### config.mk
export PLATFORM = sky130hd
export DESIGN_NAME = lzm_cell
export DESIGN_NICKNAME = d
export VERILOG_FILES = /design/src/rtl/core/lzm_pkg.sv /design/src/rtl/core/lzm_cell.sv
export SDC_FILE = /design/constraint.sdc
export NUM_CORES = 1
export LEC_CHECK = 0
export ABC_AREA = 1
export BUFFER_PORTS_ARGS = -buffer_cell sky130_fd_sc_hd__buf_2
export CAP_MARGIN = 15
export CORE_ASPECT_RATIO = 0.7
export CORE_MARGIN = 10
export CORE_UTILIZATION = 30
export CTS_CLUSTER_DIAMETER = 50
export DETAILED_ROUTE_END_ITERATION = 8
export PLACE_DENSITY_LB_ADDON = 0.25
export SYNTH_ARGS = -nofsm -noshare
export SYNTH_HDL_FRONTEND = slang
export SYNTH_SLANG_ARGS = --single-unit
### constraint.sdc
create_clock -name clk_i -period 1.35 [get_ports clk_i]
set_input_delay 0.2025 -clock clk_i [delete_from_list [all_inputs] [get_ports clk_i]]
set_output_delay 0.2025 -clock clk_i [all_outputs]
set_load 0.03 [all_outputs]
### src/rtl/core/lzm_pkg.sv
// ----------------------------------------------------------------------------
// lzm_pkg: shared types and constants of the layer z-order manager
// Request and result codes, the probe token that walks the slot chain and the
// restack command broadcast to every slot cell.
// ----------------------------------------------------------------------------
package lzm_pkg;

  // Default pool size and fixed field widths
  localparam int unsigned LZM_NUM_LAYERS = 256;
  localparam int unsigned LAYER_W        = 8;
  localparam int unsigned HEIGHT_W       = 9;

  // Height code for a hidden layer and for an empty redraw range
  localparam logic [HEIGHT_W-1:0] HEIGHT_HIDDEN = '1;

  // Request kinds
  typedef enum logic [1:0] {
    OP_ALLOC      = 2'd0,
    OP_SET_HEIGHT = 2'd1,
    OP_FREE       = 2'd2,
    OP_NONE       = 2'd3
  } op_e;

  // Result status codes
  typedef enum logic [1:0] {
    STAT_DONE      = 2'd0,
    STAT_NO_FREE   = 2'd1,
    STAT_UNCHANGED = 2'd2,
    STAT_NOT_ALLOC = 2'd3
  } status_e;

  // Where a slot cell inside the shift range takes its new owner from
  typedef enum logic [1:0] {
    SH_NONE       = 2'd0,
    SH_FROM_LOWER = 2'd1,
    SH_FROM_UPPER = 2'd2
  } shift_e;

  // Probe token, handed from cell to cell once per cycle
  typedef struct packed {
    logic               valid;
    logic               hit;       // probed layer found in a shown slot
    logic [LAYER_W-1:0] hit_idx;   // slot (height) of the probed layer
    logic               free;      // a free layer was seen
    logic [LAYER_W-1:0] free_idx;  // lowest free layer
    logic               used;      // probed layer is allocated
  } tok_t;

  // Restack command, applied by all cells in the same cycle
  typedef struct packed {
    logic                valid;
    shift_e              shift;
    logic [HEIGHT_W-1:0] lo;       // lowest destination slot, signed
    logic [HEIGHT_W-1:0] hi;       // highest destination slot, signed
    logic                ins;
    logic [LAYER_W-1:0]  ins_idx;
    logic [LAYER_W-1:0]  ins_id;
    logic                use_set;
    logic                use_clr;
    logic [LAYER_W-1:0]  use_idx;
  } cmd_t;

  // Result fields
  typedef struct packed {
    status_e             status;
    logic [LAYER_W-1:0]  layer;
    logic [HEIGHT_W-1:0] new_h;
    logic [HEIGHT_W-1:0] old_h;
    logic [LAYER_W-1:0]  map_from;
    logic [LAYER_W-1:0]  redraw_lo;
    logic [HEIGHT_W-1:0] redraw_hi;
    logic                redraw_need;
  } rsp_t;

endpackage

### src/rtl/core/lzm_cell.sv
// ----------------------------------------------------------------------------
// lzm_cell: one slot of the z-order chain
// Holds the owner of one stacking height and the in-use flag of the layer with
// the same index. Passes the probe token on to the next cell every cycle and
// applies the broadcast restack command.
// ----------------------------------------------------------------------------
module lzm_cell
  import lzm_pkg::*;
#(
  parameter int unsigned CELL_IDX = 0
) (
  input  logic                clk_i,
  input  logic                rst_ni,
  input  tok_t                tok_i,
  output tok_t                tok_o,
  input  logic [LAYER_W-1:0]  lower_owner_i,
  input  logic [LAYER_W-1:0]  upper_owner_i,
  output logic [LAYER_W-1:0]  owner_o,
  input  logic [LAYER_W-1:0]  probe_id_i,
  input  logic [HEIGHT_W-1:0] top_i,
  input  cmd_t                cmd_i
);

  localparam logic [LAYER_W-1:0]  IDX = LAYER_W'(CELL_IDX);
  localparam logic [HEIGHT_W-1:0] POS = {1'b0, IDX};

  logic [LAYER_W-1:0] owner_q, owner_d;
  logic               use_q, use_d;
  tok_t               tok_q, tok_d;
  logic               shown;
  logic               hit;
  logic               in_range;

  // Probe: look for the layer in shown slots, note first free, read in-use
  always_comb begin
    shown = $signed(POS) <= $signed(top_i);
    hit   = shown && (owner_q == probe_id_i);
    tok_d = tok_i;
    if (!tok_i.hit && hit) begin
      tok_d.hit     = 1'b1;
      tok_d.hit_idx = IDX;
    end
    if (!tok_i.free && !use_q) begin
      tok_d.free     = 1'b1;
      tok_d.free_idx = IDX;
    end
    tok_d.used = tok_i.used | (use_q && (probe_id_i == IDX));
  end

  // Restack: insert the moved layer or take the owner of the lower or upper neighbour
  always_comb begin
    in_range = ($signed(POS) >= $signed(cmd_i.lo)) && ($signed(POS) <= $signed(cmd_i.hi));
    owner_d  = owner_q;
    if (cmd_i.valid) begin
      if (cmd_i.ins && (cmd_i.ins_idx == IDX)) begin
        owner_d = cmd_i.ins_id;
      end else if (in_range) begin
        case (cmd_i.shift)
          SH_FROM_LOWER: owner_d = lower_owner_i;
          SH_FROM_UPPER: owner_d = upper_owner_i;
          default:       owner_d = owner_q;
        endcase
      end
    end
  end

  // Allocate and release the layer of this index
  always_comb begin
    use_d = use_q;
    if (cmd_i.valid && (cmd_i.use_idx == IDX)) begin
      if (cmd_i.use_set) begin
        use_d = 1'b1;
      end else if (cmd_i.use_clr) begin
        use_d = 1'b0;
      end
    end
  end

  always_ff @(posedge clk_i or negedge rst_ni) begin
    if (!rst_ni) begin
      use_q <= 1'b0;
      tok_q <= '0;
    end else begin
      use_q <= use_d;
      tok_q <= tok_d;
    end
  end

  // Slot owner is undefined until written
  always_ff @(posedge clk_i) begin
    owner_q <= owner_d;
  end

  assign tok_o   = tok_q;
  assign owner_o = owner_q;

endmodule

After elaboration in Yosys (flattened, before gate mapping)

Cells that the tools add are included.

Order comparisons: 3
Eq/ne operators: 3
Multiplexer cells: 7
Bitwise gates (word level): 1
Reductions and logical operators: 18

Operator list:

| cell                                                 | count |
|---|---|
| zero test 8 bit                                      | 3 |
| <= comparator 1 x 9 -> 1 bit (first input constant)  | 2 |
| two-way mux 9 bit                                    | 2 |
| two-way mux 8 bit                                    | 2 |
| case mux 8 bit (2 select lines)                      | 1 |
| >= comparator 1 x 9 -> 1 bit (first input constant)  | 1 |
| equality test 8 bit                                  | 1 |
| logical AND 1 bit                                    | 7 |
| nonzero test 2 bit                                   | 2 |
| zero test 1 bit                                      | 3 |
| AND reduction 3 bit                                  | 1 |
| nonzero test 3 bit                                   | 1 |
| equality test 2 x 1 -> 1 bit (second input constant) | 1 |
| equality test 2 bit (second input constant)          | 1 |
| two-way mux 1 bit                                    | 2 |
| AND reduction 2 bit                                  | 1 |
| bitwise OR 1 bit                                     | 1 |

Bits in registers: 29
Input bits: 103
Output and inout bits: 28
Word-level logic and storage cells: 40

Longest topological paths before layout

Gate-level depths: netlist (run 1).

Word-level depth: 4
Gate-level depth with buffers: 9
Depth with buffers taken out: 9

Least setup slack after synthesis (run 1)

No wires, ideal clock.

Path kind: in2reg
Start point: input cmd_i[27] (netlist name)
End point: register owner_q[0], in the netlist owner_o[0], enable pin
Library setup time: 0.345 ns
Arrival time: 1.336 ns
Required time: 1.005 ns
Setup slack: -0.332 ns
Stages on the path: 9
Buffers on the path: 0
Cells stage by stage: nor2_1 -> nand2_1 -> nor2_1 -> ha_1 -> inv_1 -> nand3_1 -> nand3_1 -> nand3_1 -> a21oi_2

Longest elaborated chain between the ends: 4

Ends and longest elaborated chain:

| item                                 | RTL line       | source |
|---|---|---|
| from (decl)                          | lzm_cell.sv:21 | `input cmd_t cmd_i` |
| <= comparator 1 x 9 -> 1 bit         | lzm_cell.sv:52 | `in_range = ($signed(POS) >= $signed(cmd_i.lo)) && ($signed(POS) <= $signed(cmd_i.hi));` |
| logical AND 1 bit                    | lzm_cell.sv:52 |  |
| nonzero test 2 bit (no source line)  | --             |  |
| AND reduction 3 bit (no source line) | --             |  |
| to (signal assigned)                 | lzm_cell.sv:91 | `owner_q <= owner_d;` |
| to (decl)                            | lzm_cell.sv:27 | `logic [LAYER_W-1:0] owner_q, owner_d;` |

Every way passes these cells.
A chain may end at the register's enable or synchronous reset.

==> results.txt, run 1 <==
The run finished, with violations left. The final reports fail on setup timing. The run gives 1630 um^2 as the combined area of all synthesized cells.

The worst-case IR drop observed on VDD is 250 uV. Summing all multi-input logic gate instances after layout gives 713 um^2. The mean number of vias per cell came out at 4.07.

Synthesis instantiated 27 different standard cells from the library. At the pin with the least slew margin, the transition time is 0.536 ns. The tools report the flip-flop and latch area as 766 um^2. The die width is 108 um, and the number of global-route vias before repair is 1839.

The worst hold path begins at tok_i[19]. The number of clock sinks is 29, and the number of H-tree levels is 2. The tools report the cell at the root of the clock tree as sky130_fd_sc_hd__clkbuf_8. The post-synthesis average cell area was 8.39 um^2; the total clock buffers created by CTS was 5. The category of the most critical setup path was reg -> reg. The later pin in the worst-skew pair is clocked with a latency of 0.27 ns. The tightest min-delay check is of the in -> reg type. The worst setup path is launched from a register. The critical path launch point is owner_o[7]. Once the floorplan was initialized, standard cells occupied 31.0% of the core. The run gives 0 as the number of slew-limit violations in the final report.

Entering global routing, the biggest net connects 22 pins. The number of antenna diodes in the final layout is 0. The total setup violations reported at the end of the flow was 16.

The tool flagged a number of max-cap violations equal to 0. For the number of antenna violations at the first check in global routing, the log shows 0. The worst pin sits at a relative slew slack of 64.2%. The synthesis-to-finish area growth came out at 63.0%. STA classifies the critical path endpoint as a register. The run gives -0.354 ns as the accumulated negative setup slack. In the layout the commonest cells are 125 x sky130_fd_sc_hd__buf_2, 47 x sky130_fd_sc_hd__inv_1, 41 x sky130_fd_sc_hd__nand2_1.

The maximum number of buffers from clock root to sink is 2. The total overflow reported by the global router was 0; the number of nets with antenna violations after detailed routing was 0. The setup slack after placement came out at -0.442 ns. TritonCTS built the clock tree.

The half-perimeter wire length after detailed placement is 4520 um. The leakage power summed over all cells is 0.00149 uW. The initialized floorplan defines 22 standard-cell rows. The detailed router finished its first iteration with 36 violations. Power density relative to cell area: 798 nW/um^2. The highest cell delay on the worst timing path was 0.40 ns. The worst path buffer plus inverter count works out to 1. At the end of the flow, the number of nets in the layout was 452. Among the stages of the critical path, the cell type that occurs most often is sky130_fd_sc_hd__nand2_1. The final weighted congestion in routability-driven placement came out at 0.721. The cell family contributing the most delay on the critical path is simple AND/OR/NAND/NOR gates. After clock tree synthesis, the clock-pin slew on the worst setup and hold paths is 0.06 ns.

The time the worst path needs with I/O delays and setup was 1.38 ns. Fill cells in the final layout number 566. The tools report the routed via count as 1702.

The worst register-to-register path begins at owner_o[7]. Synthesis produced a netlist with a net count of 301. The final layout contains routed wiring with a total length of 5110 um. The warning count from the yosys run came out at 0. Global routing consumed, over all layers together, 11.4% of the routing resources. Leaving out fill and tap cells, the most frequent cell in the layout is sky130_fd_sc_hd__buf_2. Global-route wire length before repair: 8160 um. Walking the worst path, the cells encountered are xor2_1, nor2_1, nand2_1, nor3_2, nand3_2, nand2_1, inv_1. Synthesis inferred 29 register bits. Cells with a size suffix above 1 make up 51.4% of the layout. The total count of hold-check failures in the final report is 0.

The y dimension of the die came out at 81.6 um. Final routed DRC violation total: 0. In this run the worst path has a maximum fanout of 8.

Of the available clock period, the critical path in the final layout requires 102%. The floorplan step defined a core boundary enclosing 5260 um^2. The peak clock frequency supported by timing came out at 0.725 GHz.

The slowest stage of the critical path belongs to the cell sky130_fd_sc_hd__edfxtp_1. Of the synthesized area, sequential elements account for 47.0%. Clock skew on the completed layout was measured at 0.00348 ns.

The floorplan step defined a die boundary enclosing 8820 um^2. Once placement finished, the instance area stood at 2460 um^2. The number of cells produced by synthesis came out at 194. Setup repair after global routing could not meet its margin everywhere. After detailed routing, the average wire length per cell comes to 12.2 um.

The power consumption is 2120 uW, and the detailed-routing iteration count for the pre-antenna-repair pass is 4. For the post-route cell area, the log shows 2650 um^2. Data on the critical path is required at its endpoint by 1.52 ns.

STA puts the critical path data arrival time at 1.55 ns. The worst setup margin is -0.0288 ns. The number of buffers added on ports is 130, and the number of ports placed on the die boundary is 131.
what timing repair did:
item                                    4_1_cts  5_1_grt
endpoints found under the hold margin        21        0
endpoints found under the setup margin       16       16
buffers inserted                              5        0
resized for setup                             4        5
pin swaps                                     7        4
hold buffers                                  1        0
cloned                                        0        0
synth_stat cells, drive strengths merged:
cell type	instances	area share, %
o21ai	8	4.3
nor3	1	0.61
nor4	5	2.8
inv	47	11
nand2	41	9.5
clkbuf	1	0.23
buf	2	1.0
xor2	4	2.2
o211ai	8	4.0
a21oi	1	0.54
nand3	7	3.2
ha	4	3.1
a31o	1	0.54
edfxtp	8	15
dfrtp	21	32
xnor2	2	1.1
nand4	1	0.38
nor3b	1	0.77
nand3b	2	0.92
nor2	28	6.6
or2	1	0.38
state kept, by name (all words and copies together), names as in the netlist:
name and count:
use_q 1, tok_o 20, owner_o 8
final timing paths:
check,end,slack [ns],depth (start not counted)
worst max-delay path,tok_o[12],-0.03,7
worst min-delay path,tok_o[19],0.03,1
worst max register to register,tok_o[12],-0.03,7
worst min register to register,tok_o[9],0.52,1
max in group asynchronous,tok_o[9],0.62,2
min in group asynchronous,tok_o[0],0.41,2
metal layers:
metal  vias up  share of wire (%)  GRT usage [%]
met3         8                 11           5.16
met1       732                 37           11.5
met2        64                 51           20.7
met5         -                  0              0
li1        898                  -              -
met4         0                1.2           3.99
through the flow:
step	utilization, %	hold slack, ns	cells
2_1_floorplan	-	-0.0931	194
5_1_grt	50.5	0.0123	418
3_3_place_gp	46.9	0.189	404
6_report	50.5	0.0281	418
3_5_place_dp	46.9	0.188	404
4_1_cts	50.0	0.0162	418
cells by family (layout without fill, tap and decap cells):
group           after synthesis  in the layout  synth area share, %
buf+inv                      50            202                 12.1
compound gates               18             18                 9.38
simple gates                 87             87                 25.2
fa+ha+maj                     4              4                 3.07
xor+xnor                      6              6                 3.23
flops                        29             29                 47.0
power breakdown:
group | internal, uW | switching, uW | leakage [uW]
logic | 230 | 258 | 0.00111
registers | 948 | 14.5 | 0.000328
clock network | 356 | 309 | 0.0000450
total | 1530 | 582 | 0.00149
area by class of cell:
cell class | count | share of cell area, %
multi-input cells | 115 | 26.9
clock buffers | 6 | 2.74
inverters | 47 | 6.65
well taps | 72 | 3.40
flip-flops and latches | 29 | 28.9
clock inverters | 2 | 0.377
repair buffers | 147 | 31.1
(Power assumes the default switching activity.)
==> run 2: changes to the inputs <==
Settings changed: ABC_AREA 1 to not set, CELL_PAD_IN_SITES_DETAIL_PLACEMENT set to 0, CELL_PAD_IN_SITES_GLOBAL_PLACEMENT set to 1, CORE_UTILIZATION 30 to 25.
==> results.txt, run 2 <==
The run finished, with violations left. The final reports fail on setup timing. Relative to the synthesized area, the layout overhead comes to 73.5%. Busiest metal layer after global routing: met2. The signal on the critical path passes through buf_6, or4_4, nor2_2, ha_1, xnor2_1, o221ai_1, a21boi_2, buf_6. The number of distinct standard cells referenced by the synthesized netlist came out at 28 (+3.7%). The peak clock frequency supported by timing was 0.556 GHz (-23%). The mean number of vias per cell works out to 4.25 (+4.4%).

The flip-flop and latch area was 766 um^2 (unchanged). The logs give 0.28 ns (about the same) for the clock latency on the worst-skew pair and 1420 um^2 (-13%) for the combined area of all synthesized cells. The worst hold slack after final layout was 0.0447 ns (+0.0166 ns); the worst endpoint required time was 1.34 ns (-0.18 ns). The library cell used most frequently in the layout, excluding fill and tap cells, is sky130_fd_sc_hd__buf_2. The run gives 1475 (-13%) as the routed via count.

The logs give -6.10 ns (-5.75 ns) for the accumulated negative setup slack and 2 (unchanged) for the number of H-tree levels. The run gives 1.79 ns (+0.24 ns) as the arrival time at the worst endpoint. The tools report the met2 track demand over resource as 18.1% (-2.6 points). Cell at the root of the clock tree: sky130_fd_sc_hd__clkbuf_8.

The area enclosed by the die boundary is 9130 um^2 (+3.5%), and the post-route fraction of the period consumed by the critical path is 133% (+31 points). The worst hold path belongs to the class in -> reg. For the sequential-to-total area share from yosys stat, the log shows 54.0% (+7.0 points). The worst register-to-register path begins at owner_o[5]. Among cell families on the critical path, the largest total delay comes from simple AND/OR/NAND/NOR gates. The tools report the startpoint class of the critical path as a primary input. The maximum number of buffers from clock root to sink was 2 (unchanged); the flip-flop count of the largest register, all copies and words added was 20 (unchanged). The warning count from the yosys run is 0 (unchanged). The number of nets in the final layout is 381 (-16%), and the post-route cell area is 2460 um^2 (-7.3%). The tools report the instance area at placement as 2300 um^2 (-6.5%).

The proportion of synthesized flip-flops having asynchronous set or reset is 72.4% (unchanged), and the clock tree skew after final layout is 0.00795 ns (+0.00447 ns). The logs give 0 (unchanged) for the total overflow reported by the global router and 4 (unchanged) for the detailed-routing iteration count for the pre-antenna-repair pass. In the synthesized netlist the dominant register cell turns out to be sky130_fd_sc_hd__dfrtp_1.

The tools report the total count of hold-check failures in the final report as 0 (unchanged). The leakage power summed over all cells is 0.00123 uW (-17%). The final weighted congestion in routability-driven placement was 0.778 (+7.9%). The run gives 68.7% (+4.5 points) as the max-slew headroom at the worst pin. The number of buffers added on ports came out at 130 (unchanged). Setup repair after global routing could not meet its margin everywhere. The detailed-route wire length per cell is 15.0 um (+23%), and the number of slew-limit violations in the final report is 0 (unchanged).

The flop and latch count out of synthesis is 29 (unchanged). The tools report the kind of end point of the critical path as a register. The time the worst path needs with I/O delays and setup was 1.80 ns (+0.421 ns). Half-perimeter wire length after detailed placement: 4570 um (+1.2%). The run gives 7840 um (-4.0%) as the global-route wire length before repair. Of all cell types, the one taking the most synthesized area is sky130_fd_sc_hd__dfrtp_1. The number of ports placed on the die boundary is 131 (unchanged), and the final core utilization is 45.8% (-4.6 points). In the post-synthesis netlist, the biggest area contributors are sky130_fd_sc_hd__dfrtp_1 37%, sky130_fd_sc_hd__edfxtp_1 17%, sky130_fd_sc_hd__nor2b_1 6.6%, sky130_fd_sc_hd__mux2i_1 5.6%, sky130_fd_sc_hd__xor2_1 5.6%. In the layout the commonest cells are 127 x sky130_fd_sc_hd__buf_2, 21 x sky130_fd_sc_hd__dfrtp_1, 15 x sky130_fd_sc_hd__nor2b_1.

The y dimension of the die is 83 um (+1.7%), and the worst voltage drop across the vdd grid is 448 uV (+80%). The highest net fanout along the worst path is 8 (unchanged), and the number of fill cells is 559 (-1.2%). The global-route met3 utilization was 3.78% (-1.4 points).

Cell with the biggest individual delay on the critical path: sky130_fd_sc_hd__or4_4. The number of clock sinks was 29 (unchanged). The die width is 110 um (+1.8%). Among the stages of the critical path, the cell type that occurs most often is sky130_fd_sc_hd__buf_6.

Worst setup margin: -0.449 ns (-0.421 ns). The tools report the total setup violations reported at the end of the flow as 17 (+1). The clock-pin slew on the worst setup and hold paths works out to 0.07 ns (about the same). The diode insertion count for antenna repair was 0 (unchanged); the number of antenna violations at the first check in global routing was 0 (unchanged). The pin count of the biggest net entering global routing came out at 22 (unchanged). The origin of the worst min-delay path was tok_i[19]. The worst path buffer plus inverter count is 2 (+1). The share of cells above drive strength 1 was 60.7% (+9.3 points). The most critical setup path has its startpoint at cmd_i[40]. The tools report the number of cells produced by synthesis as 124 (-36%).

The post-synthesis average cell area was 11.4 um^2 (+36%); the final routed DRC violation total was 0 (unchanged). The most common cell in the synthesized netlist is sky130_fd_sc_hd__dfrtp_1. The power density relative to cell area came out at 850 nW/um^2 (+6.6%). The run gives 694 um^2 (-2.6%) as the area of the multi-input gates.

For the effective utilization at floorplan, the log shows 26.4% (-4.6 points). The met1 demand-to-capacity share in global routing was 12.5% (+1.0 points); the portion of synthesized cell area occupied by the leading cell type was 37.1% (+4.8 points). The highest cell delay on the worst timing path was 0.53 ns (+0.13 ns); the number of global-route vias before repair was 1577 (-14%). The count of flip-flops with a built-in enable after synthesis is 8 (unchanged), and the number of violations of the max-capacitance limit is 0 (unchanged). The number of nets in the synthesized netlist was 231 (-23%). The number of placement rows was 22 (unchanged); the number of nets with antenna violations after detailed routing was 0 (unchanged). The worst setup path is of the in -> reg kind. The total clock buffers created by CTS was 5 (unchanged); the overall routing resource usage was 10.8% (-0.61 points). Final routed wirelength across all metal layers: 5210 um (+2.0%). After synthesis, the most frequently instantiated cells are 21 x sky130_fd_sc_hd__dfrtp_1, 15 x sky130_fd_sc_hd__nor2b_1, 12 x sky130_fd_sc_hd__nor2_1. The actual transition at the worst max-transition pin was 0.470 ns (-0.0668 ns).

The area inside the core boundary is 5370 um^2 (+2.1%). The iteration-0 DRC count of the detailed router came out at 25 (-31%). TritonCTS built the clock tree.
run 2: worst register-to-register path: cells and delay by family (launching register included):
kind	cells	cell delay, ns
AO/OA/AOI/OAI	1	0.11
buffers and inverters	1	0.17
flip-flops	1	0.41
AND/OR/NAND/NOR	3	0.58
XOR/XNOR	1	0.18
run 2: cells by family after synthesis:
family | Yosys count | synth area share, %
DFF | 29 | 54.0
xor gates and xnor gates | 10 | 6.18
muxes | 8 | 5.65
buffers and inverters | 8 | 2.12
AOI/OAI and AO/OA | 14 | 7.06
adders and majority gates | 4 | 3.53
and+or+nand+nor | 51 | 21.4
run 2: metal layers:
layer  wire [um]  part of all wire (%)
met3         538                    10
met4          73                   1.4
met1        2100                    40
met2        2500                    48
met5           0                     0
run 2: worst paths after layout:
| path | end | slack, ns | cells after the start |
|---|---|---|---|
| worst max-delay path | owner_o[7] | -0.45 | 8 |
| worst min-delay path | tok_o[19] | 0.04 | 1 |
| worst max register to register | tok_o[16] | -0.19 | 6 |
| worst min register to register | tok_o[9] | 0.54 | 1 |
| max in group asynchronous | tok_o[2] | 0.60 | 2 |
| min in group asynchronous | tok_o[18] | 0.41 | 2 |
run 2: report_power, final:
part / switching [uW] / leakage, uW / internal [uW]
Sequential: 16.6 / 0.000327 / 948
Clock: 327 / 0.0000439 / 355
Combinational: 222 / 0.000863 / 224
run 2: final cells by class:
type | count | area share, %
clock inverters | 3 | 0.712
clock buffers | 5 | 2.80
flip-flops and latches | 29 | 31.1
inverters | 6 | 0.916
multi-input cells | 87 | 28.2
well taps | 72 | 3.66
repair buffers | 145 | 32.6
run 2: per-stage QoR:
step | power, uW | cells | setup WS, ns
6_report | 2090 | 347 | -0.449
5_1_grt | 2200 | 347 | -0.491
3_5_place_dp | 1420 | 338 | -0.772
4_1_cts | 2120 | 347 | -0.449
2_1_floorplan | 1170 | 124 | -0.637
3_3_place_gp | 1410 | 338 | -0.730
run 2: timing repair:
action / CTS / global route
setup buffers: 0 / 0
setup endpoints to repair: 17 / 17
hold endpoints to repair: 21 / 0
pin swaps: 7 / 1
hold buffers: 1 / 0
resized for setup: 7 / 4
