**config.mk**
```make
export PLATFORM = sky130hd
export DESIGN_NAME = lzm_ctrl
export DESIGN_NICKNAME = d
export VERILOG_FILES = /design/src/rtl/core/lzm_pkg.sv /design/src/rtl/core/lzm_ctrl.sv
export SDC_FILE = /design/constraint.sdc
export NUM_CORES = 1
export LEC_CHECK = 0
export BUFFER_PORTS_ARGS = -buffer_cell sky130_fd_sc_hd__buf_2
export CAP_MARGIN = 0
export CORE_UTILIZATION = 53
export CTS_CLUSTER_DIAMETER = 200
export DETAILED_ROUTE_END_ITERATION = 10
export PLACE_DENSITY = 0.79
export REMOVE_ABC_BUFFERS = 1
export SYNTH_ARGS = -nofsm -noshare
export SYNTH_HDL_FRONTEND = slang
export SYNTH_SLANG_ARGS = --single-unit
```
**constraint.sdc**
```tcl
create_clock -name clk_i -period 14.7 [get_ports clk_i]
set_input_delay 1.47 -clock clk_i [delete_from_list [all_inputs] [get_ports clk_i]]
set_output_delay 1.47 -clock clk_i [all_outputs]
set_load 0.005 [all_outputs]
```
**src/rtl/core/lzm_pkg.sv**
```systemverilog
// ----------------------------------------------------------------------------
// lzm_pkg: shared types and constants of the layer z-order manager
// Request and result codes, the probe token that walks the slot chain and the
// restack command broadcast to every slot cell.
// ----------------------------------------------------------------------------
package lzm_pkg;

  // Default pool size and fixed field widths
  localparam int unsigned LZM_NUM_LAYERS = 256;
  localparam int unsigned LAYER_W        = 8;
  localparam int unsigned HEIGHT_W       = 9;

  // Height code for a hidden layer and for an empty redraw range
  localparam logic [HEIGHT_W-1:0] HEIGHT_HIDDEN = '1;

  // Request kinds
  typedef enum logic [1:0] {
    OP_ALLOC      = 2'd0,
    OP_SET_HEIGHT = 2'd1,
    OP_FREE       = 2'd2,
    OP_NONE       = 2'd3
  } op_e;

  // Result status codes
  typedef enum logic [1:0] {
    STAT_DONE      = 2'd0,
    STAT_NO_FREE   = 2'd1,
    STAT_UNCHANGED = 2'd2,
    STAT_NOT_ALLOC = 2'd3
  } status_e;

  // Where a slot cell inside the shift range takes its new owner from
  typedef enum logic [1:0] {
    SH_NONE       = 2'd0,
    SH_FROM_LOWER = 2'd1,
    SH_FROM_UPPER = 2'd2
  } shift_e;

  // Probe token, handed from cell to cell once per cycle
  typedef struct packed {
    logic               valid;
    logic               hit;       // probed layer found in a shown slot
    logic [LAYER_W-1:0] hit_idx;   // slot (height) of the probed layer
    logic               free;      // a free layer was seen
    logic [LAYER_W-1:0] free_idx;  // lowest free layer
    logic               used;      // probed layer is allocated
  } tok_t;

  // Restack command, applied by all cells in the same cycle
  typedef struct packed {
    logic                valid;
    shift_e              shift;
    logic [HEIGHT_W-1:0] lo;       // lowest destination slot, signed
    logic [HEIGHT_W-1:0] hi;       // highest destination slot, signed
    logic                ins;
    logic [LAYER_W-1:0]  ins_idx;
    logic [LAYER_W-1:0]  ins_id;
    logic                use_set;
    logic                use_clr;
    logic [LAYER_W-1:0]  use_idx;
  } cmd_t;

  // Result fields
  typedef struct packed {
    status_e             status;
    logic [LAYER_W-1:0]  layer;
    logic [HEIGHT_W-1:0] new_h;
    logic [HEIGHT_W-1:0] old_h;
    logic [LAYER_W-1:0]  map_from;
    logic [LAYER_W-1:0]  redraw_lo;
    logic [HEIGHT_W-1:0] redraw_hi;
    logic                redraw_need;
  } rsp_t;

endpackage

```
**src/rtl/core/lzm_ctrl.sv**
```systemverilog
// ----------------------------------------------------------------------------
// lzm_ctrl: request sequencer of the z-order manager
// Takes a request, sends a probe down the slot chain, clamps the height from
// the probe answer, issues the restack command and holds the result.
// ----------------------------------------------------------------------------
module lzm_ctrl
  import lzm_pkg::*;
#(
  parameter int unsigned NUM_LAYERS = LZM_NUM_LAYERS
) (
  input  logic                clk_i,
  input  logic                rst_ni,
  input  logic                req_valid_i,
  output logic                req_ready_o,
  input  op_e                 req_op_i,
  input  logic [LAYER_W-1:0]  req_layer_i,
  input  logic [HEIGHT_W-1:0] req_height_i,
  output logic                rsp_valid_o,
  input  logic                rsp_ready_i,
  output rsp_t                rsp_o,
  output tok_t                launch_o,
  input  tok_t                probe_i,
  output logic [LAYER_W-1:0]  probe_id_o,
  output logic [HEIGHT_W-1:0] top_o,
  output cmd_t                cmd_o
);

  localparam logic [HEIGHT_W:0]   MAX_X   = (HEIGHT_W+1)'(NUM_LAYERS - 1);
  localparam logic [HEIGHT_W-1:0] MAX_TOP = HEIGHT_W'(NUM_LAYERS - 1);

  typedef enum logic [2:0] {
    ST_IDLE    = 3'b001,
    ST_WALK    = 3'b010,
    ST_RESOLVE = 3'b100
  } state_e;

  state_e              state_q, state_d;
  op_e                 op_q;
  logic [LAYER_W-1:0]  id_q;
  logic [HEIGHT_W-1:0] req_q;
  logic [HEIGHT_W-1:0] top_q, top_d;
  tok_t                launch_q, launch_d;
  tok_t                res_q;
  cmd_t                cmd_q, cmd_d, cmd_c;
  logic                rsp_valid_q, rsp_valid_d;
  rsp_t                rsp_q, rsp_c;
  logic                accept, fire;

  logic [HEIGHT_W-1:0] old_h, new_h;
  logic [HEIGHT_W:0]   top_x, req_x, lim_x, clamp_a, clamp_b, clamp_c;
  logic                do_show, do_hide, do_raise, do_lower;

  assign accept = req_valid_i && req_ready_o;
  assign fire   = (state_q == ST_RESOLVE) && (!rsp_valid_q || rsp_ready_i);

  // Clamp the requested height against the current stack
  always_comb begin
    old_h   = res_q.hit ? {1'b0, res_q.hit_idx} : HEIGHT_HIDDEN;
    top_x   = {top_q[HEIGHT_W-1], top_q};
    req_x   = {req_q[HEIGHT_W-1], req_q};
    lim_x   = old_h[HEIGHT_W-1] ? top_x + (HEIGHT_W+1)'(1) : top_x;
    clamp_a = ($signed(req_x) > $signed(lim_x)) ? lim_x : req_x;
    clamp_b = ($signed(clamp_a) < $signed({(HEIGHT_W+1){1'b1}})) ? '1 : clamp_a;
    clamp_c = ($signed(clamp_b) > $signed(MAX_X)) ? MAX_X : clamp_b;
    new_h   = clamp_c[HEIGHT_W-1:0];
  end

  // Decide result, restack command and new top height
  always_comb begin
    rsp_c             = '0;
    rsp_c.status      = STAT_DONE;
    rsp_c.layer       = id_q;
    rsp_c.new_h       = HEIGHT_HIDDEN;
    rsp_c.old_h       = HEIGHT_HIDDEN;
    rsp_c.redraw_hi   = HEIGHT_HIDDEN;
    cmd_c             = '0;
    cmd_c.shift       = SH_NONE;
    top_d             = top_q;
    do_show           = 1'b0;
    do_hide           = 1'b0;
    do_raise          = 1'b0;
    do_lower          = 1'b0;

    case (op_q)
      OP_ALLOC: begin
        if (res_q.free) begin
          rsp_c.layer   = res_q.free_idx;
          cmd_c.use_set = 1'b1;
          cmd_c.use_idx = res_q.free_idx;
        end else begin
          rsp_c.status = STAT_NO_FREE;
          rsp_c.layer  = '0;
        end
      end
      OP_SET_HEIGHT: begin
        if (!res_q.used) begin
          rsp_c.status = STAT_NOT_ALLOC;
        end else begin
          rsp_c.old_h = old_h;
          rsp_c.new_h = new_h;
          if (new_h == old_h) begin
            rsp_c.status = STAT_UNCHANGED;
          end else if (old_h == HEIGHT_HIDDEN) begin
            do_show = 1'b1;
          end else if (new_h == HEIGHT_HIDDEN) begin
            do_hide = 1'b1;
          end else if ($signed(old_h) < $signed(new_h)) begin
            do_raise = 1'b1;
          end else begin
            do_lower = 1'b1;
          end
        end
      end
      OP_FREE: begin
        if (!res_q.used) begin
          rsp_c.status = STAT_NOT_ALLOC;
        end else begin
          cmd_c.use_clr = 1'b1;
          cmd_c.use_idx = id_q;
          rsp_c.old_h   = old_h;
          do_hide       = (old_h != HEIGHT_HIDDEN);
        end
      end
      default: begin
        rsp_c.status = STAT_UNCHANGED;
      end
    endcase

    // Show: open a gap at the new height, stack grows by one
    if (do_show) begin
      rsp_c.redraw_need = 1'b1;
      rsp_c.map_from    = new_h[LAYER_W-1:0];
      rsp_c.redraw_lo   = new_h[LAYER_W-1:0];
      rsp_c.redraw_hi   = new_h;
      // Append on top moves nothing; its range start would not fit the field
      cmd_c.shift       = (new_h == top_q + HEIGHT_W'(1)) ? SH_NONE : SH_FROM_LOWER;
      cmd_c.lo          = new_h + HEIGHT_W'(1);
      cmd_c.hi          = top_q + HEIGHT_W'(1);
      cmd_c.ins         = 1'b1;
      cmd_c.ins_idx     = new_h[LAYER_W-1:0];
      cmd_c.ins_id      = id_q;
      if ($signed(top_q) < $signed(MAX_TOP)) begin
        top_d = top_q + HEIGHT_W'(1);
      end
    end

    // Hide: close the gap from above, stack shrinks by one
    if (do_hide) begin
      rsp_c.redraw_need = 1'b1;
      rsp_c.new_h       = HEIGHT_HIDDEN;
      rsp_c.map_from    = '0;
      rsp_c.redraw_lo   = '0;
      rsp_c.redraw_hi   = old_h - HEIGHT_W'(1);
      cmd_c.shift       = SH_FROM_UPPER;
      cmd_c.lo          = old_h;
      cmd_c.hi          = top_q - HEIGHT_W'(1);
      if (!top_q[HEIGHT_W-1]) begin
        top_d = top_q - HEIGHT_W'(1);
      end
    end

    // Raise: slots above the old height up to the new one drop by one
    if (do_raise) begin
      rsp_c.redraw_need = 1'b1;
      rsp_c.map_from    = new_h[LAYER_W-1:0];
      rsp_c.redraw_lo   = new_h[LAYER_W-1:0];
      rsp_c.redraw_hi   = new_h;
      cmd_c.shift       = SH_FROM_UPPER;
      cmd_c.lo          = old_h;
      cmd_c.hi          = new_h - HEIGHT_W'(1);
      cmd_c.ins         = 1'b1;
      cmd_c.ins_idx     = new_h[LAYER_W-1:0];
      cmd_c.ins_id      = id_q;
    end

    // Lower: slots from the new height up to below the old one climb by one
    if (do_lower) begin
      rsp_c.redraw_need = 1'b1;
      rsp_c.map_from    = new_h[LAYER_W-1:0] + LAYER_W'(1);
      rsp_c.redraw_lo   = new_h[LAYER_W-1:0] + LAYER_W'(1);
      rsp_c.redraw_hi   = old_h;
      cmd_c.shift       = SH_FROM_LOWER;
      cmd_c.lo          = new_h + HEIGHT_W'(1);
      cmd_c.hi          = old_h;
      cmd_c.ins         = 1'b1;
      cmd_c.ins_idx     = new_h[LAYER_W-1:0];
      cmd_c.ins_id      = id_q;
    end
  end

  // Sequence: accept, walk the probe, resolve when the result slot is free
  always_comb begin
    state_d        = state_q;
    launch_d       = '0;
    launch_d.valid = accept;
    cmd_d          = cmd_c;
    cmd_d.valid    = fire;
    rsp_valid_d    = rsp_valid_q;
    if (rsp_valid_q && rsp_ready_i) begin
      rsp_valid_d = 1'b0;
    end
    if (fire) begin
      rsp_valid_d = 1'b1;
    end
    case (state_q)
      ST_IDLE: begin
        if (accept) begin
          state_d = ST_WALK;
        end
      end
      ST_WALK: begin
        if (probe_i.valid) begin
          state_d = ST_RESOLVE;
        end
      end
      ST_RESOLVE: begin
        if (fire) begin
          state_d = ST_IDLE;
        end
      end
      default: state_d = ST_IDLE;
    endcase
  end

  always_ff @(posedge clk_i or negedge rst_ni) begin
    if (!rst_ni) begin
      state_q     <= ST_IDLE;
      top_q       <= HEIGHT_HIDDEN;
      launch_q    <= '0;
      cmd_q       <= '0;
      rsp_valid_q <= 1'b0;
    end else begin
      state_q     <= state_d;
      launch_q    <= launch_d;
      cmd_q       <= cmd_d;
      rsp_valid_q <= rsp_valid_d;
      if (fire) begin
        top_q <= top_d;
      end
    end
  end

  // Hold request, probe answer and result payload
  always_ff @(posedge clk_i) begin
    if (accept) begin
      op_q  <= req_op_i;
      id_q  <= req_layer_i;
      req_q <= req_height_i;
    end
    if ((state_q == ST_WALK) && probe_i.valid) begin
      res_q <= probe_i;
    end
    if (fire) begin
      rsp_q <= rsp_c;
    end
  end

  assign req_ready_o = (state_q == ST_IDLE);
  assign rsp_valid_o = rsp_valid_q;
  assign rsp_o       = rsp_q;
  assign launch_o    = launch_q;
  assign probe_id_o  = id_q;
  assign top_o       = top_q;
  assign cmd_o       = cmd_q;

endmodule
```
* Word level (Yosys, flattened, before mapping)
Index checks and enable logic that the tools add are counted.
** Word-level totals
- Word-level logic and storage cells :: 129
- Bits in registers :: 154
- Input port bits :: 43
- Output and inout port bits :: 141
** Operators by class
- Bitwise logic cells :: 2
- Reductions and logical operators :: 11
- Muxes and demuxes :: 61
- $add $sub $neg :: 7
- $lt $le $gt $ge :: 5
- Equality and inequality tests :: 13
** Operators by type and width (number)
- 2-to-1 mux 26 bit :: 4
- 2-to-1 mux 9 bit :: 9
- 2-to-1 mux 37 bit :: 2
- 2-to-1 mux 36 bit :: 1
- 2-to-1 mux 10 bit :: 3
- 2-to-1 mux 1 bit :: 28
- subtractor 9 x 1 -> 9 bit (second input constant) :: 3
- 2-to-1 mux 20 bit :: 1
- adder 9 x 1 -> 9 bit (second input constant) :: 2
- == test 9 bit :: 2
- == test 9 bit (second input constant) :: 2
- case mux 9 bit (2 select lines) :: 1
- 2-to-1 mux 8 bit :: 2
- case mux 8 bit (2 select lines) :: 1
- adder 9 x 2 -> 10 bit (second input constant) :: 1
- greater-than comparator 10 x 9 -> 1 bit (second input constant) :: 1
- greater-than comparator 9 x 10 -> 1 bit :: 1
- < comparator 10 x 1 -> 1 bit (second input constant) :: 1
- < comparator 9 bit :: 1
- < comparator 9 bit (second input constant) :: 1
- 2-to-1 mux 3 bit :: 3
- != test 9 bit (second input constant) :: 1
- case mux 3 bit (3 select lines) :: 1
- adder 8 x 1 -> 8 bit (second input constant) :: 1
- other kinds (18) :: 26

* Logic depth before layout (Yosys ltp)
- Depth after elaboration :: 17
- Gate-level depth with buffers :: 38

* Worst setup path after synthesis
OpenSTA, ideal clock, no wires.
- Kind :: register -> register
- Start point :: reg top_q[0] (netlist: top_o[0])
- End point :: reg rsp_q, in the netlist rsp_o[5] (data pin)
- Cell stages (with the launch flop) :: 30
- Library setup time :: 256 ps
- Arrival time :: 7444 ps
- Clock period less this slack :: 7700 ps
- Data required time :: 14444 ps
- Setup slack :: 7000 ps
- Cell sequence :: dfstp_2 clkbuf_1 nand3_1 or2_2 clkbuf_1 nor3_1 xnor2_1 ha_1 nand4_1 or2_1 o221a_2 nor2_2 buf_4 a31oi_1 or4_1 ha_1 o211a_1 or3_4 nor4_1 or2_2 buf_2 ha_1 and3_1 nand4_1 a21oi_1 nor3_1 nand2_1 nor3_1 a21oi_1 o22a_1
** RTL lines
- from (decl) :: RTL line lzm_ctrl.sv:41 : logic [HEIGHT_W-1:0] top_q, top_d;
- from (signal assigned) :: RTL line lzm_ctrl.sv:238 : top_q <= top_d;
- to (signal assigned) :: RTL line lzm_ctrl.sv:254 : rsp_q <= rsp_c;
- to (decl) :: RTL line lzm_ctrl.sv:46 : rsp_t rsp_q, rsp_c;

==> impl_metrics.prom <==
# TYPE chip_impl_metric gauge
chip_impl_info{name="hp-class",value="register to register"} 1
chip_impl_metric{name="ys_ff_latch",unit=""} 146
chip_impl_metric{name="fp.dieW",unit="um"} 123
chip_impl_info{name="cp_common_cell",value="ha_1"} 1
chip_impl_metric{name="clk-insertion-delay-late",unit="ps"} 430
chip_impl_info{name="setup.worst_path.start_class",value="register"} 1
chip_impl_metric{name="arrival",unit="ps"} 9510
chip_impl_metric{name="power_frac_seq",unit="%"} 39.5
chip_impl_metric{name="die_h",unit="um"} 123
chip_impl_metric{name="grt_max_degree",unit=""} 63
chip_impl_info{name="synth_flop_cell",value="edfxtp_1"} 1
chip_impl_metric{name="std_cell_rows",unit=""} 43
chip_impl_info{name="root_buffer_selected_by_cts",value="clkbuf_16"} 1
chip_impl_metric{name="netSwitchingPower",unit="W"} 0.000456
chip_impl_metric{name="finalSetupViolCount",unit=""} 0
chip_impl_metric{name="cts_buffers",unit=""} 17
chip_impl_metric{name="cpPeakStageDelay",unit="ps"} 880
chip_impl_metric{name="grt.total_usage",unit="%"} 28.3
chip_impl_metric{name="combPwrFrac",unit="%"} 27.8
chip_impl_metric{name="drive_gt1_share",unit="%"} 26.7
chip_impl_metric{name="buffer_ports.inserted",unit=""} 164
chip_impl_metric{name="post_cts.resized_instances",unit=""} 0
chip_impl_metric{name="fill_cells",unit=""} 1128
chip_impl_metric{name="fmax",unit="MHz"} 108
chip_impl_metric{name="synth_cells",unit=""} 752
chip_impl_metric{name="yosysUniqueCellTypes",unit=""} 73
chip_impl_metric{name="holdBufCountCts",unit=""} 0
chip_impl_metric{name="maximum_root_to_sink_buffer_count",unit=""} 2
chip_impl_metric{name="r2r.worst_path.cells",unit=""} 27
chip_impl_metric{name="grt_pass1_wl",unit="um"} 31900
chip_impl_metric{name="antenna_found_initial",unit=""} 0
chip_impl_metric{name="synthesis.yosys.warnings",unit=""} 0
chip_impl_info{name="mostFrequentLayoutCell",value="buf_2"} 1
chip_impl_metric{name="detailed_place_hpwl",unit="um"} 14600
chip_impl_metric{name="syn_avg_cell_area",unit="um2"} 10.3
chip_impl_metric{name="switching_share",unit="%"} 34.5
chip_impl_metric{name="synth_top_area_share",unit="%"} 32.5
chip_impl_info{name="cts_tree",value="done"} 1
chip_impl_metric{name="gp_routability_congestion",unit=""} 1.01
chip_impl_metric{name="initial_core_utilization",unit="%"} 55.1
chip_impl_metric{name="drt-wirelength-per-cell",unit="um"} 18.8
chip_impl_metric{name="detail_route.vias_per_cell",unit=""} 5.91
chip_impl_metric{name="post-cts-setup-buffers",unit=""} 0
chip_impl_info{name="outcome",value="finished clean"} 1
chip_impl_metric{name="multi_input_comb_area",unit="mm2"} 0.00322
chip_impl_info{name="mostFrequentLayoutCells",value="164 x buf_2, 84 x edfxtp_1, 77 x nand2_1"} 1
chip_impl_metric{name="die_area",unit="mm2"} 0.0151
chip_impl_metric{name="ant_diodes",unit=""} 0
chip_impl_metric{name="slew_headroom",unit="%"} 28.4
chip_impl_metric{name="finalWirelength",unit="um"} 20600
chip_impl_info{name="crit_path_class",value="register to register"} 1
chip_impl_metric{name="num_io_pins",unit=""} 184
chip_impl_metric{name="route.detailed.drc",unit=""} 0
chip_impl_info{name="grt_setup_unrepaired",value="false"} 1
chip_impl_metric{name="fin_nets",unit=""} 975
chip_impl_metric{name="area_delta_synth_final",unit="%"} 18.4
chip_impl_metric{name="route.vias.total",unit=""} 6461
chip_impl_info{name="synth.largest_area_cell",value="edfxtp_1"} 1
chip_impl_info{name="cpMaxStageDelayCell",value="nor4_1"} 1
chip_impl_metric{name="clkPwrFrac",unit="%"} 32.7
chip_impl_metric{name="register_area",unit="mm2"} 0.00409
chip_impl_metric{name="timing_hold_violations_final",unit=""} 0
chip_impl_metric{name="async_flop_share",unit="%"} 42.5
chip_impl_metric{name="max_cap_viol_count",unit=""} 0
chip_impl_metric{name="worstPathRequired",unit="ps"} 14960
chip_impl_metric{name="dr.pass1.iters",unit=""} 6
chip_impl_metric{name="antenna_left",unit=""} 0
chip_impl_metric{name="cts.sink_count",unit=""} 146
chip_impl_metric{name="power.internal",unit="W"} 0.000865
chip_impl_metric{name="layout_worst_path_cycle_share",unit="%"} 62.9
chip_impl_metric{name="hold_path_depth",unit=""} 2
chip_impl_metric{name="clk_transition_reported_paths",unit="ps"} 70
chip_impl_metric{name="tightest_pin_transition",unit="ps"} 1060
chip_impl_metric{name="drt_initial_violations",unit=""} 691
chip_impl_metric{name="timing_max_transition_violations_final",unit=""} 0
chip_impl_metric{name="timing.clock.skew",unit="ps"} 9.69
chip_impl_info{name="cp-end-kind",value="register"} 1
chip_impl_metric{name="synth_seq_area_share",unit="%"} 52.6
chip_impl_metric{name="number_of_global_route_vias_before_repair",unit=""} 5967
chip_impl_info{name="synthTopCellsByArea",value="edfxtp_1 32%, dfrtp_1 17%, ha_1 5.0%"} 1
chip_impl_metric{name="maximum_ir_drop_on_the_vdd_rail",unit="V"} 0.0000878
chip_impl_metric{name="core_area",unit="mm2"} 0.0141
chip_impl_metric{name="grt_remaining_overflow",unit=""} 0
chip_impl_metric{name="post_synth_instance_area",unit="mm2"} 0.00777
chip_impl_metric{name="min_period",unit="ps"} 9250
chip_impl_metric{name="placed_cell_area",unit="mm2"} 0.00861
chip_impl_metric{name="setup_tns",unit="ps"} 0
chip_impl_metric{name="power_leakage",unit="nW"} 4.06
chip_impl_metric{name="postLayoutCellArea",unit="mm2"} 0.00920
chip_impl_metric{name="cts.htree.levels",unit=""} 4
chip_impl_metric{name="crit_path_max_fanout",unit=""} 18
chip_impl_metric{name="power-per-cell-area",unit="mW/mm2"} 144
chip_impl_metric{name="number_of_enable_flip_flop_cells_after_synthesis",unit=""} 84
-- final timing paths --
kind	slack, ps	endpoint	startpoint
setup / recovery	5450	cmd_o[31]	top_o[0]
min in group asynchronous	1190	cmd_o[47]	rst_ni
max in group asynchronous	12920	cmd_o[18]	rst_ni
setup reg to reg	5450	cmd_o[31]	top_o[0]
hold reg to reg	460	cmd_o[0]	res_q[1]
hold / removal	460	cmd_o[0]	res_q[1]
-- power groups by stage --
stage	Clock, W	Combinational [W]	Sequential (W)
final	0.000431	0.000367	0.000522
after global routing	0.000456	0.000401	0.000527
after CTS	0.000435	0.000360	0.000521
after detailed placement	0	0.000357	0.000529
after global placement	0	0.000355	0.000527
after floorplan	0	0.000224	0.000525
-- critical path, delay by kind of cell, from the launching register on --
kind            cells  cell delay (ps)
xor+xnor            1              360
buf+inv             1               90
flops               1              660
mux                 1              260
fa+ha+maj           4             1250
compound gates      7             1800
simple gates       13             4670
-- registers in the layout (all words and copies together) (netlist names) --
name and count:
op_q 2, req_q 9, state_q 3, launch_o 1
res_q 19, rsp_valid_o 1, probe_id_o 8, cmd_o 48
top_o 9, rsp_o 46
-- cell families after synthesis --
group           after synthesis  share of synthesized area [%]
fa+ha+maj                    31                           4.99
xor+xnor                     38                           4.29
mux                           3                          0.403
simple gates                250                           15.9
other cells                   1                         0.0483
buf+inv                     107                           6.93
flops                       146                           52.6
compound gates              176                           14.8
-- synth_stat cells, drive strengths merged (4+ instances only) --
library cell / instances
edfxtp: 84
nand2: 77
nor2: 62
dfrtp: 52
a21oi: 47
o21ai: 47
inv: 41
buf: 39
ha: 31
xnor2: 26
clkbuf: 25
nand3: 19
nor3: 19
o22ai: 18
or2: 14
xor2: 12
nand4: 11
dfstp: 10
o31ai: 9
or3: 8
nand2b: 7
o221ai: 7
nor2b: 6
a31oi: 5
and2: 5
and3: 5
a211oi: 4
a21o: 4
a221oi: 4
a32oi: 4
nand3b: 4
-- through the flow --
stage,std cells,hold slack [ps],power [W],utilization (%),setup slack (ps)
2_1_floorplan,706,428,0.000749,-,6640
3_3_place_gp,1062,435,0.000882,61.1,5840
3_5_place_dp,1062,443,0.000886,61.1,5780
4_1_cts,1094,463,0.00132,65.3,5720
5_1_grt,1094,471,0.00138,65.3,4980
6_report,1094,460,0.00132,65.3,5450
-- metal layers --
metal  share of wire [%]  track usage (%)  up-vias  wire (um)
met5                   0                0        -          0
met4                 3.4             14.5        0        710
met3                 8.5             5.07       68       1740
met2                  47             44.0      392       9750
met1                  41             38.1     3031       8410
li1                    -                -     2970          -
-- final cells by class --
class | instances | share of cell area [%]
clock buffer | 17 | 4.62
clock inverter | 15 | 1.82
inverter | 43 | 1.75
multi-input combinational | 517 | 35.0
sequential | 146 | 44.4
tap | 180 | 2.45
timing repair buffer | 176 | 9.90
Power figures use the tool's default switching activity.
